File: src/design/rlg_pkg.sv
// ----------------------------------------------------------------------------
// rlg_pkg
// Shared constants, types and the microcode table of the restart budget
// generator (Luby or geometric exponent, fixed-point power, saturation).
// ----------------------------------------------------------------------------
package rlg_pkg;

  // field and datapath widths
  localparam int unsigned IDX_FIELD_BITS = 20;
  localparam int unsigned INDEX_BITS     = 20;
  localparam int unsigned FRAC_BITS      = 12;
  localparam int unsigned GF_FRAC        = 12;
  localparam int unsigned GF_BITS        = 16;
  localparam int unsigned FB_BITS        = 16;
  localparam int unsigned BUDGET_BITS    = 31;
  localparam int unsigned SIZE_BITS      = INDEX_BITS + 1;
  // power stays below 2^(31+FRAC) before a multiply, times a Q4.12 factor below 16
  localparam int unsigned POW_BITS       = FRAC_BITS + 35;
  localparam int unsigned HI_TOP         = FRAC_BITS + 30;
  localparam int unsigned ACC_BITS       = FB_BITS + BUDGET_BITS + 1;
  localparam int unsigned CFG_IDX_BITS   = 2;
  localparam int unsigned CFG_DATA_BITS  = 16;
  localparam int unsigned UPC_BITS       = 5;

  localparam logic [BUDGET_BITS-1:0] BUDGET_MAX = '1;

  // register reset values
  localparam logic               LUBY_MODE_RST = 1'b1;
  localparam logic [GF_BITS-1:0] GROWTH_RST    = 16'd8192;
  localparam logic [FB_BITS-1:0] FIRST_RST     = 16'd100;

  // configuration register indexes
  typedef enum logic [CFG_IDX_BITS-1:0] {
    CFG_LUBY_MODE = 2'd0,
    CFG_GROWTH    = 2'd1,
    CFG_FIRST     = 2'd2
  } cfg_idx_e;

  // datapath operations
  typedef enum logic [3:0] {
    OP_NOP,
    OP_LOAD,
    OP_SETE,
    OP_GROW,
    OP_SHRINK,
    OP_SUB,
    OP_MULHI,
    OP_MULLO,
    OP_DECE,
    OP_TAKEP,
    OP_FINHI,
    OP_FINLO,
    OP_EMIT
  } op_e;

  // jump conditions
  typedef enum logic [3:0] {
    C_NONE,
    C_ALWAYS,
    C_NO_INPUT,
    C_GEOM,
    C_SIZE_GT_X,
    C_SIZE_HIT,
    C_X_LT_SIZE,
    C_E_ZERO,
    C_HUGE,
    C_SAME,
    C_OUT_BUSY
  } cond_e;

  typedef logic [UPC_BITS-1:0] upc_t;

  typedef struct packed {
    op_e   op;
    cond_e cond;
    upc_t  target;
  } cword_t;

  // program labels
  localparam upc_t S_IDLE = 5'd0;
  localparam upc_t S_UP   = 5'd2;
  localparam upc_t S_DOWN = 5'd4;
  localparam upc_t S_MOD  = 5'd6;
  localparam upc_t S_GEO  = 5'd8;
  localparam upc_t S_POW  = 5'd9;
  localparam upc_t S_FIN  = 5'd15;
  localparam upc_t S_EMIT = 5'd17;

  // microcode rom: jump to target when the condition holds, else next step
  function automatic cword_t ucode(upc_t addr);
    cword_t cw;
    case (addr)
      5'd0:    cw = '{op: OP_LOAD,   cond: C_NO_INPUT,  target: S_IDLE};
      5'd1:    cw = '{op: OP_NOP,    cond: C_GEOM,      target: S_GEO};
      5'd2:    cw = '{op: OP_NOP,    cond: C_SIZE_GT_X, target: S_DOWN};
      5'd3:    cw = '{op: OP_GROW,   cond: C_ALWAYS,    target: S_UP};
      5'd4:    cw = '{op: OP_NOP,    cond: C_SIZE_HIT,  target: S_POW};
      5'd5:    cw = '{op: OP_SHRINK, cond: C_NONE,      target: S_IDLE};
      5'd6:    cw = '{op: OP_NOP,    cond: C_X_LT_SIZE, target: S_DOWN};
      5'd7:    cw = '{op: OP_SUB,    cond: C_ALWAYS,    target: S_MOD};
      5'd8:    cw = '{op: OP_SETE,   cond: C_NONE,      target: S_IDLE};
      5'd9:    cw = '{op: OP_NOP,    cond: C_E_ZERO,    target: S_FIN};
      5'd10:   cw = '{op: OP_NOP,    cond: C_HUGE,      target: S_FIN};
      5'd11:   cw = '{op: OP_MULHI,  cond: C_NONE,      target: S_IDLE};
      5'd12:   cw = '{op: OP_MULLO,  cond: C_NONE,      target: S_IDLE};
      5'd13:   cw = '{op: OP_DECE,   cond: C_SAME,      target: S_FIN};
      5'd14:   cw = '{op: OP_TAKEP,  cond: C_ALWAYS,    target: S_POW};
      5'd15:   cw = '{op: OP_FINHI,  cond: C_NONE,      target: S_IDLE};
      5'd16:   cw = '{op: OP_FINLO,  cond: C_NONE,      target: S_IDLE};
      5'd17:   cw = '{op: OP_EMIT,   cond: C_OUT_BUSY,  target: S_EMIT};
      5'd18:   cw = '{op: OP_NOP,    cond: C_ALWAYS,    target: S_IDLE};
      default: cw = '{op: OP_NOP,    cond: C_ALWAYS,    target: S_IDLE};
    endcase
    return cw;
  endfunction

endpackage

File: src/design/rlg_idx_if.sv
// ----------------------------------------------------------------------------
// rlg_idx_if
// Restart index channel: valid/ready handshake carrying one index word.
// ----------------------------------------------------------------------------
interface rlg_idx_if;
  logic                                valid;
  logic                                ready;
  logic [rlg_pkg::IDX_FIELD_BITS-1:0] restart_index;

  modport source (output valid, output restart_index, input ready);
  modport sink   (input valid, input restart_index, output ready);
endinterface

File: src/design/rlg_bud_if.sv
// ----------------------------------------------------------------------------
// rlg_bud_if
// Conflict budget channel: valid/ready handshake carrying one budget word.
// ----------------------------------------------------------------------------
interface rlg_bud_if;
  logic                             valid;
  logic                             ready;
  logic [rlg_pkg::BUDGET_BITS-1:0] conflict_budget;
  logic                             saturated;

  modport source (output valid, output conflict_budget, output saturated, input ready);
  modport sink   (input valid, input conflict_budget, input saturated, output ready);
endinterface

File: src/design/restart_budget_luby_geometric.sv
// ----------------------------------------------------------------------------
// restart_budget_luby_geometric
// Conflict budget per restart index, driven by a small microcoded sequencer.
// ----------------------------------------------------------------------------
// One index word is taken at a time and gives one budget word. The sequencer
// takes the index and dispatches; geometric mode also copies the index into
// the exponent. In Luby mode the enclosing subsequence is then doubled until
// the last size check finds it larger than the index. Then come the reduction
// levels, some of which subtract, and the final hit check. There are at most
// INDEX_BITS doublings and as many reduction levels. The power loop follows.
// After it, the power is scaled by the first budget and loaded into the output
// register, and the sequencer returns to idle. The power loop runs one Q4.12
// multiply per pass, in high and low halves, once per unit of exponent.
// It ends early when the power reaches the saturation range or stops
// changing. In geometric mode with a factor close to 1.0 this loop can take
// many thousands of passes. The finished budget sits in an output register,
// so the next index is taken while it waits. Configuration writes are taken
// at any time but are meant only for idle periods.
// ----------------------------------------------------------------------------
module restart_budget_luby_geometric (
  input  logic                              clk_i,
  input  logic                              rst_ni,
  input  logic                              cfg_we_i,
  input  logic [rlg_pkg::CFG_IDX_BITS-1:0]  cfg_index_i,
  input  logic [rlg_pkg::CFG_DATA_BITS-1:0] cfg_data_i,
  rlg_idx_if.sink                           idx_i,
  rlg_bud_if.source                         bud_o
);

  // configuration registers
  logic                          luby_mode_q;
  logic [rlg_pkg::GF_BITS-1:0]   growth_q;
  logic [rlg_pkg::FB_BITS-1:0]   first_q;

  // sequencer
  rlg_pkg::upc_t   upc_q, upc_d;
  rlg_pkg::cword_t cw;
  logic            cond_true;

  // datapath
  logic [rlg_pkg::INDEX_BITS-1:0]  x_q, x_d;
  logic [rlg_pkg::SIZE_BITS-1:0]   size_q, size_d;
  logic [rlg_pkg::INDEX_BITS-1:0]  e_q, e_d;
  logic [rlg_pkg::POW_BITS-1:0]    p_q, p_d;
  logic [rlg_pkg::POW_BITS-1:0]    t_q, t_d;
  logic [rlg_pkg::POW_BITS-1:0]    np_q, np_d;
  logic [rlg_pkg::ACC_BITS-1:0]    acc_q, acc_d;

  // output register
  logic                            out_valid_q, out_valid_d;
  logic [rlg_pkg::BUDGET_BITS-1:0] budget_q, budget_d;
  logic                            sat_q, sat_d;

  logic in_fire;
  logic out_busy;
  logic huge;
  logic emit;

  // current control word
  assign cw = rlg_pkg::ucode(upc_q);

  assign idx_i.ready = (cw.op == rlg_pkg::OP_LOAD);
  assign in_fire     = idx_i.valid && idx_i.ready;
  assign out_busy    = out_valid_q && !bud_o.ready;
  assign emit        = (cw.op == rlg_pkg::OP_EMIT) && !out_busy;
  assign huge        = |p_q[rlg_pkg::POW_BITS-1:rlg_pkg::FRAC_BITS+31];

  assign bud_o.valid           = out_valid_q;
  assign bud_o.conflict_budget = budget_q;
  assign bud_o.saturated       = sat_q;

  // jump condition select
  always_comb begin
    case (cw.cond)
      rlg_pkg::C_NONE:      cond_true = 1'b0;
      rlg_pkg::C_ALWAYS:    cond_true = 1'b1;
      rlg_pkg::C_NO_INPUT:  cond_true = !in_fire;
      rlg_pkg::C_GEOM:      cond_true = !luby_mode_q;
      rlg_pkg::C_SIZE_GT_X: cond_true = size_q > {1'b0, x_q};
      rlg_pkg::C_SIZE_HIT:  cond_true = (size_q - 1'b1) == {1'b0, x_q};
      rlg_pkg::C_X_LT_SIZE: cond_true = {1'b0, x_q} < size_q;
      rlg_pkg::C_E_ZERO:    cond_true = (e_q == '0);
      rlg_pkg::C_HUGE:      cond_true = huge;
      rlg_pkg::C_SAME:      cond_true = (np_q == p_q);
      rlg_pkg::C_OUT_BUSY:  cond_true = out_busy;
      default:              cond_true = 1'b0;
    endcase
  end

  // step counter
  always_comb begin
    if (cond_true) begin
      upc_d = cw.target;
    end else begin
      upc_d = upc_q + 1'b1;
    end
  end

  // datapath operations
  always_comb begin
    x_d    = x_q;
    size_d = size_q;
    e_d    = e_q;
    p_d    = p_q;
    t_d    = t_q;
    np_d   = np_q;
    acc_d  = acc_q;
    case (cw.op)
      rlg_pkg::OP_LOAD: begin
        if (in_fire) begin
          x_d    = rlg_pkg::INDEX_BITS'(idx_i.restart_index);
          size_d = rlg_pkg::SIZE_BITS'(1);
          e_d    = '0;
          p_d    = rlg_pkg::POW_BITS'(1) << rlg_pkg::FRAC_BITS;
        end
      end
      rlg_pkg::OP_SETE: begin
        e_d = x_q;
      end
      rlg_pkg::OP_GROW: begin
        e_d    = e_q + 1'b1;
        size_d = {size_q[rlg_pkg::SIZE_BITS-2:0], 1'b1};
      end
      rlg_pkg::OP_SHRINK: begin
        // size is always 2^k-1, so (size-1)/2 is a plain shift
        e_d    = e_q - 1'b1;
        size_d = size_q >> 1;
      end
      rlg_pkg::OP_SUB: begin
        x_d = x_q - size_q[rlg_pkg::INDEX_BITS-1:0];
      end
      rlg_pkg::OP_MULHI: begin
        t_d = rlg_pkg::POW_BITS'(p_q[rlg_pkg::HI_TOP:rlg_pkg::GF_FRAC])
            * rlg_pkg::POW_BITS'(growth_q);
      end
      rlg_pkg::OP_MULLO: begin
        np_d = t_q + rlg_pkg::POW_BITS'(
                 ((rlg_pkg::GF_FRAC+rlg_pkg::GF_BITS)'(p_q[rlg_pkg::GF_FRAC-1:0])
                  * (rlg_pkg::GF_FRAC+rlg_pkg::GF_BITS)'(growth_q)) >> rlg_pkg::GF_FRAC);
      end
      rlg_pkg::OP_DECE: begin
        e_d = e_q - 1'b1;
      end
      rlg_pkg::OP_TAKEP: begin
        p_d = np_q;
      end
      rlg_pkg::OP_FINHI: begin
        acc_d = rlg_pkg::ACC_BITS'(first_q)
              * rlg_pkg::ACC_BITS'(p_q[rlg_pkg::FRAC_BITS+30:rlg_pkg::FRAC_BITS]);
      end
      rlg_pkg::OP_FINLO: begin
        acc_d = acc_q + rlg_pkg::ACC_BITS'(
                  ((rlg_pkg::FB_BITS+rlg_pkg::FRAC_BITS)'(first_q)
                   * (rlg_pkg::FB_BITS+rlg_pkg::FRAC_BITS)'(p_q[rlg_pkg::FRAC_BITS-1:0]))
                  >> rlg_pkg::FRAC_BITS);
      end
      default: begin
      end
    endcase
  end

  // budget saturation and output slot
  always_comb begin
    out_valid_d = out_valid_q;
    budget_d    = budget_q;
    sat_d       = sat_q;
    if (out_valid_q && bud_o.ready) begin
      out_valid_d = 1'b0;
    end
    if (emit) begin
      out_valid_d = 1'b1;
      if (first_q == '0) begin
        budget_d = '0;
        sat_d    = 1'b0;
      end else if (huge || (acc_q[rlg_pkg::ACC_BITS-1:rlg_pkg::BUDGET_BITS] != '0)) begin
        budget_d = rlg_pkg::BUDGET_MAX;
        sat_d    = 1'b1;
      end else begin
        budget_d = acc_q[rlg_pkg::BUDGET_BITS-1:0];
        sat_d    = 1'b0;
      end
    end
  end

  // control and configuration registers
  always_ff @(posedge clk_i or negedge rst_ni) begin
    if (!rst_ni) begin
      upc_q       <= rlg_pkg::S_IDLE;
      out_valid_q <= 1'b0;
      luby_mode_q <= rlg_pkg::LUBY_MODE_RST;
      growth_q    <= rlg_pkg::GROWTH_RST;
      first_q     <= rlg_pkg::FIRST_RST;
    end else begin
      upc_q       <= upc_d;
      out_valid_q <= out_valid_d;
      if (cfg_we_i) begin
        case (rlg_pkg::cfg_idx_e'(cfg_index_i))
          rlg_pkg::CFG_LUBY_MODE: luby_mode_q <= cfg_data_i[0];
          rlg_pkg::CFG_GROWTH:    growth_q    <= cfg_data_i[rlg_pkg::GF_BITS-1:0];
          rlg_pkg::CFG_FIRST:     first_q     <= cfg_data_i[rlg_pkg::FB_BITS-1:0];
          default: begin
          end
        endcase
      end
    end
  end

  // payload registers
  always_ff @(posedge clk_i) begin
    x_q      <= x_d;
    size_q   <= size_d;
    e_q      <= e_d;
    p_q      <= p_d;
    t_q      <= t_d;
    np_q     <= np_d;
    acc_q    <= acc_d;
    budget_q <= budget_d;
    sat_q    <= sat_d;
  end

endmodule
File: src/flat_wrapper.sv
// flat-port wrapper written by rule: the top's interface ports become plain ports
module restart_budget_luby_geometric_flat 
  (clk_i, rst_ni, cfg_we_i, cfg_index_i, cfg_data_i, idx_i_valid, idx_i_restart_index, idx_i_ready, bud_o_valid, bud_o_conflict_budget, bud_o_saturated, bud_o_ready);
  rlg_idx_if idx_i_i ();
  rlg_bud_if bud_o_i ();
  input  logic clk_i;
  input  logic rst_ni;
  input  logic cfg_we_i;
  input  logic [rlg_pkg::CFG_IDX_BITS-1:0] cfg_index_i;
  input  logic [rlg_pkg::CFG_DATA_BITS-1:0] cfg_data_i;
  input wire logic [$bits(idx_i_i.valid)-1:0] idx_i_valid;
  input wire logic [$bits(idx_i_i.restart_index)-1:0] idx_i_restart_index;
  output wire logic [$bits(idx_i_i.ready)-1:0] idx_i_ready;
  output wire logic [$bits(bud_o_i.valid)-1:0] bud_o_valid;
  output wire logic [$bits(bud_o_i.conflict_budget)-1:0] bud_o_conflict_budget;
  output wire logic [$bits(bud_o_i.saturated)-1:0] bud_o_saturated;
  input wire logic [$bits(bud_o_i.ready)-1:0] bud_o_ready;
  assign idx_i_i.valid = idx_i_valid;
  assign idx_i_i.restart_index = idx_i_restart_index;
  assign idx_i_ready = idx_i_i.ready;
  assign bud_o_valid = bud_o_i.valid;
  assign bud_o_conflict_budget = bud_o_i.conflict_budget;
  assign bud_o_saturated = bud_o_i.saturated;
  assign bud_o_i.ready = bud_o_ready;
  restart_budget_luby_geometric u_core (.clk_i(clk_i), .rst_ni(rst_ni), .cfg_we_i(cfg_we_i), .cfg_index_i(cfg_index_i), .cfg_data_i(cfg_data_i), .idx_i(idx_i_i), .bud_o(bud_o_i));
endmodule
File: config.mk
export PLATFORM = sky130hd
export DESIGN_NAME = restart_budget_luby_geometric_flat
export DESIGN_NICKNAME = d
export VERILOG_FILES = /design/src/design/rlg_pkg.sv /design/src/design/rlg_idx_if.sv /design/src/design/rlg_bud_if.sv /design/src/design/restart_budget_luby_geometric.sv /design/src/flat_wrapper.sv
export SDC_FILE = /design/constraint.sdc
export NUM_CORES = 2
export LEC_CHECK = 0
export ABC_CLOCK_PERIOD_IN_PS = 9600
export BUFFER_PORTS_ARGS = -buffer_cell sky130_fd_sc_hd__buf_4
export CAP_MARGIN = 30
export CORE_ASPECT_RATIO = 1.5
export CORE_UTILIZATION = 50
export DETAILED_ROUTE_END_ITERATION = 10
export PLACE_DENSITY = 0.69
export SLEW_MARGIN = 15
export SYNTH_ARGS = -nofsm -noshare
export SYNTH_HDL_FRONTEND = slang
export SYNTH_SLANG_ARGS = --single-unit
File: constraint.sdc
create_clock -name clk_i -period 9.6 [get_ports clk_i]
set_clock_uncertainty 0.2 [all_clocks]
set_input_delay 0.96 -clock clk_i [delete_from_list [all_inputs] [get_ports clk_i]]
set_output_delay 0.96 -clock clk_i [all_outputs]
set_load 0.01 [all_outputs]
==> impl_metrics.env <==
export IMPL_status="finished clean"
export IMPL_tightestPinTransition_ns=1.08
export IMPL_synth_seq_cells=321
export IMPL_grt_max_degree=55
export IMPL_cp_max_fo=25
export IMPL_drv_cap=0
export IMPL_fin_crit_ns=8.76
export IMPL_relSlewSlack=0.283
export IMPL_clockBufferDepth=3
export IMPL_cts_tree="done"
export IMPL_cts_sinks=321
export IMPL_rows=154
export IMPL_met1Wirelength_um=58500
export IMPL_die_y_um=425
export IMPL_postCtsSetupBuffers=0
export IMPL_cts_resized=0
export IMPL_drt_iter0_drc=2723
export IMPL_grt_ovfl_total=0
export IMPL_fillers=10600
export IMPL_hold_path_class="input port to asynchronous set/reset pin"
export IMPL_cp_slowest_cell="edfxtp_1"
export IMPL_layout_commonest_cell="inv_1"
export IMPL_rsz0062_at_grt="no"
export IMPL_grt_pass1_wl_um=260000
export IMPL_syn_inst=6464
export IMPL_layout_drive_gt1_share=0.0522
export IMPL_cts_buffers=37
export IMPL_critPathCaptureType="register"
export IMPL_final_setup_tns_ns=0
export IMPL_via_count=44700
export IMPL_synth_warnings=0
export IMPL_syn_num_nets=8037
export IMPL_timing_fmax_mhz=114
export IMPL_cts_root_buf="clkbuf_16"
export IMPL_antenna_cells=0
export IMPL_syn_area_um2=59700
export IMPL_port_buffers=76
export IMPL_wl_per_cell_um=20.4
export IMPL_slew_viol_final=0
export IMPL_drt_total_wl_um=162000
export IMPL_htreeDepth=2
export IMPL_core_area_um2=118000
export IMPL_min_period_over_period=0.913
export IMPL_gp_congestion=0.914
export IMPL_antenna_found_initial=2
export IMPL_dr_max_layer_used="met4"
export IMPL_grt_use_total=0.275
export IMPL_cts_hold_buf=0
export IMPL_die_w_um=284
export IMPL_startpoint_type="register"
export IMPL_place_hpwl_um=127000
export IMPL_start_util=0.506
export IMPL_syn_to_final_growth_pct=5.65
export IMPL_hold_violations=0
export IMPL_wl_met2_um=85100
export IMPL_drc=0
export IMPL_die_area_um2=121000
export IMPL_finalSetupViolCount=0
export IMPL_async_flop_share=0.121
export IMPL_synth_distinct_cells=89
export IMPL_met3WireLength_um=9440
export IMPL_crit_top_cell="fa_1"
export IMPL_vias_per_cell=5.64
export IMPL_synth_flop_cell="edfxtp_1"
export IMPL_mostFrequentLayoutCells="1,176 x inv_1, 1,158 x nand2_1, 1,090 x fa_1"
export IMPL_synth_seq_area_share=0.158
export IMPL_arrival_ns=8.97
export IMPL_boundaryPins=77
export IMPL_avgSynthCellArea_um2=9.24
export IMPL_ff2ff_path_depth=28
export IMPL_nets=7907
export IMPL_ant_nets=0
export IMPL_synth_edff_count=282
export IMPL_placed_area_um2=61800
export IMPL_path_class="register to register"
export IMPL_clk_latency_ns=0.61
export IMPL_fin_area_um2=63100
export IMPL_crit_required_ns=9.80
export IMPL_drtPass1Iterations=7
export IMPL_clk_pin_slew_worst_paths_ns=0.07
export IMPL_grt_pass1_vias=48400
export IMPL_cpPeakStageDelay_ns=0.96
[cell usage after synthesis (all sizes together), types with 14 or more instances]
library cell / n / area [um2]
a31oi: 23 / 144
ha: 440 / 5510
fa: 1090 / 21800
o21ai: 155 / 776
a211o: 20 / 175
xnor2: 158 / 1380
nor4: 31 / 209
a21oi: 173 / 866
inv: 1177 / 4420
nor2b: 25 / 156
o21a: 62 / 465
a211oi: 20 / 155
mux2: 37 / 420
o211ai: 14 / 105
a21o: 83 / 623
and2: 396 / 2480
o21bai: 21 / 158
nor3: 33 / 165
and3: 80 / 500
nand2: 1161 / 4360
nand3: 68 / 340
a22o: 21 / 184
dfrtp: 34 / 851
nand4: 31 / 194
clkbuf: 356 / 1340
or3: 19 / 124
edfxtp: 282 / 8470
nor2: 136 / 513
nand2b: 25 / 156
xor2: 138 / 1210
[worst max-delay path, delay by kind of cell, from the launching register on]
kind / cells / cell delay [ns]
flops: 1 / 0.96
buf+inv: 3 / 0.19
simple gates: 7 / 1.06
fa+ha+maj: 7 / 3.03
xor+xnor: 2 / 0.32
compound gates: 9 / 2.80
[metrics by stage]
| stage | std cells | hold slack, ns | setup WS, ns | util |
|---|---|---|---|---|
| after floorplan | 6464 | 0.322 | 1.86 | - |
| after global placement | 7844 | 0.338 | 1.13 | 0.523 |
| after detailed placement | 7848 | 0.346 | 0.941 | 0.524 |
| after CTS | 7914 | 0.150 | 0.907 | 0.534 |
| after global routing | 7921 | 0.193 | 0.379 | 0.535 |
| final | 7921 | 0.150 | 0.835 | 0.535 |
[cells by family (layout without fill, tap and decap cells)]
| group | count (synthesis) | in the layout | share of synthesized area |
|---|---|---|---|
| mux | 47 | 47 | 0.00872 |
| simple gates | 2054 | 2054 | 0.161 |
| buf+inv | 1541 | 1438 | 0.0971 |
| fa+ha+maj | 1530 | 1530 | 0.458 |
| compound gates | 675 | 675 | 0.0741 |
| flops | 321 | 321 | 0.158 |
| xor+xnor | 296 | 296 | 0.0434 |
[sequential cells by signal, indices dropped and copies added, names as in the netlist]
signal and count:
u_core.size_q 21, u_core.growth_q 16, u_core.luby_mode_q 1, u_core.np_q 47
u_core.e_q 20, u_core.bud_o.saturated 1, u_core.upc_q 5, u_core.bud_o.valid 1
u_core.bud_o.conflict_budget 31, u_core.x_q 20, u_core.p_q 47, u_core.t_q 47
u_core.first_q 16, u_core.acc_q 48
[worst paths after layout]
kind / start / end / slack [ns]
worst max-delay path: u_core.p_q[9] / u_core.acc_q[27] / 0.84
worst min-delay path: rst_ni / u_core.upc_q[2] / 0.15
worst max register to register: u_core.p_q[9] / u_core.acc_q[27] / 0.84
worst min register to register: u_core.t_q[46] / u_core.np_q[46] / 0.36
max in group asynchronous: rst_ni / u_core.growth_q[12] / 8.62
min in group clk_i: u_core.t_q[46] / u_core.np_q[46] / 0.36
[layer usage]
| layer | up-vias | GRT usage |
|---|---|---|
| li1 | 19800 | - |
| met1 | 22800 | 0.310 |
| met2 | 1592 | 0.507 |
| met3 | 462 | 0.0359 |
| met4 | 0 | 0.137 |
| met5 | - | 0 |
[cell type report]
cell class / count / area (um2) / share of cell area
clock buffer: 46 / 980 / 0.0155
clock inverter: 20 / 206 / 0.00327
inverter: 1177 / 4420 / 0.0700
multi-input combinational: 4602 / 44500 / 0.706
sequential: 321 / 9450 / 0.150
tap: 1560 / 1950 / 0.0309
timing repair buffer: 195 / 1550 / 0.0246
Power is not shown: default switching activity piles up to over one toggle a cycle in this logic, so the estimate is an artifact.
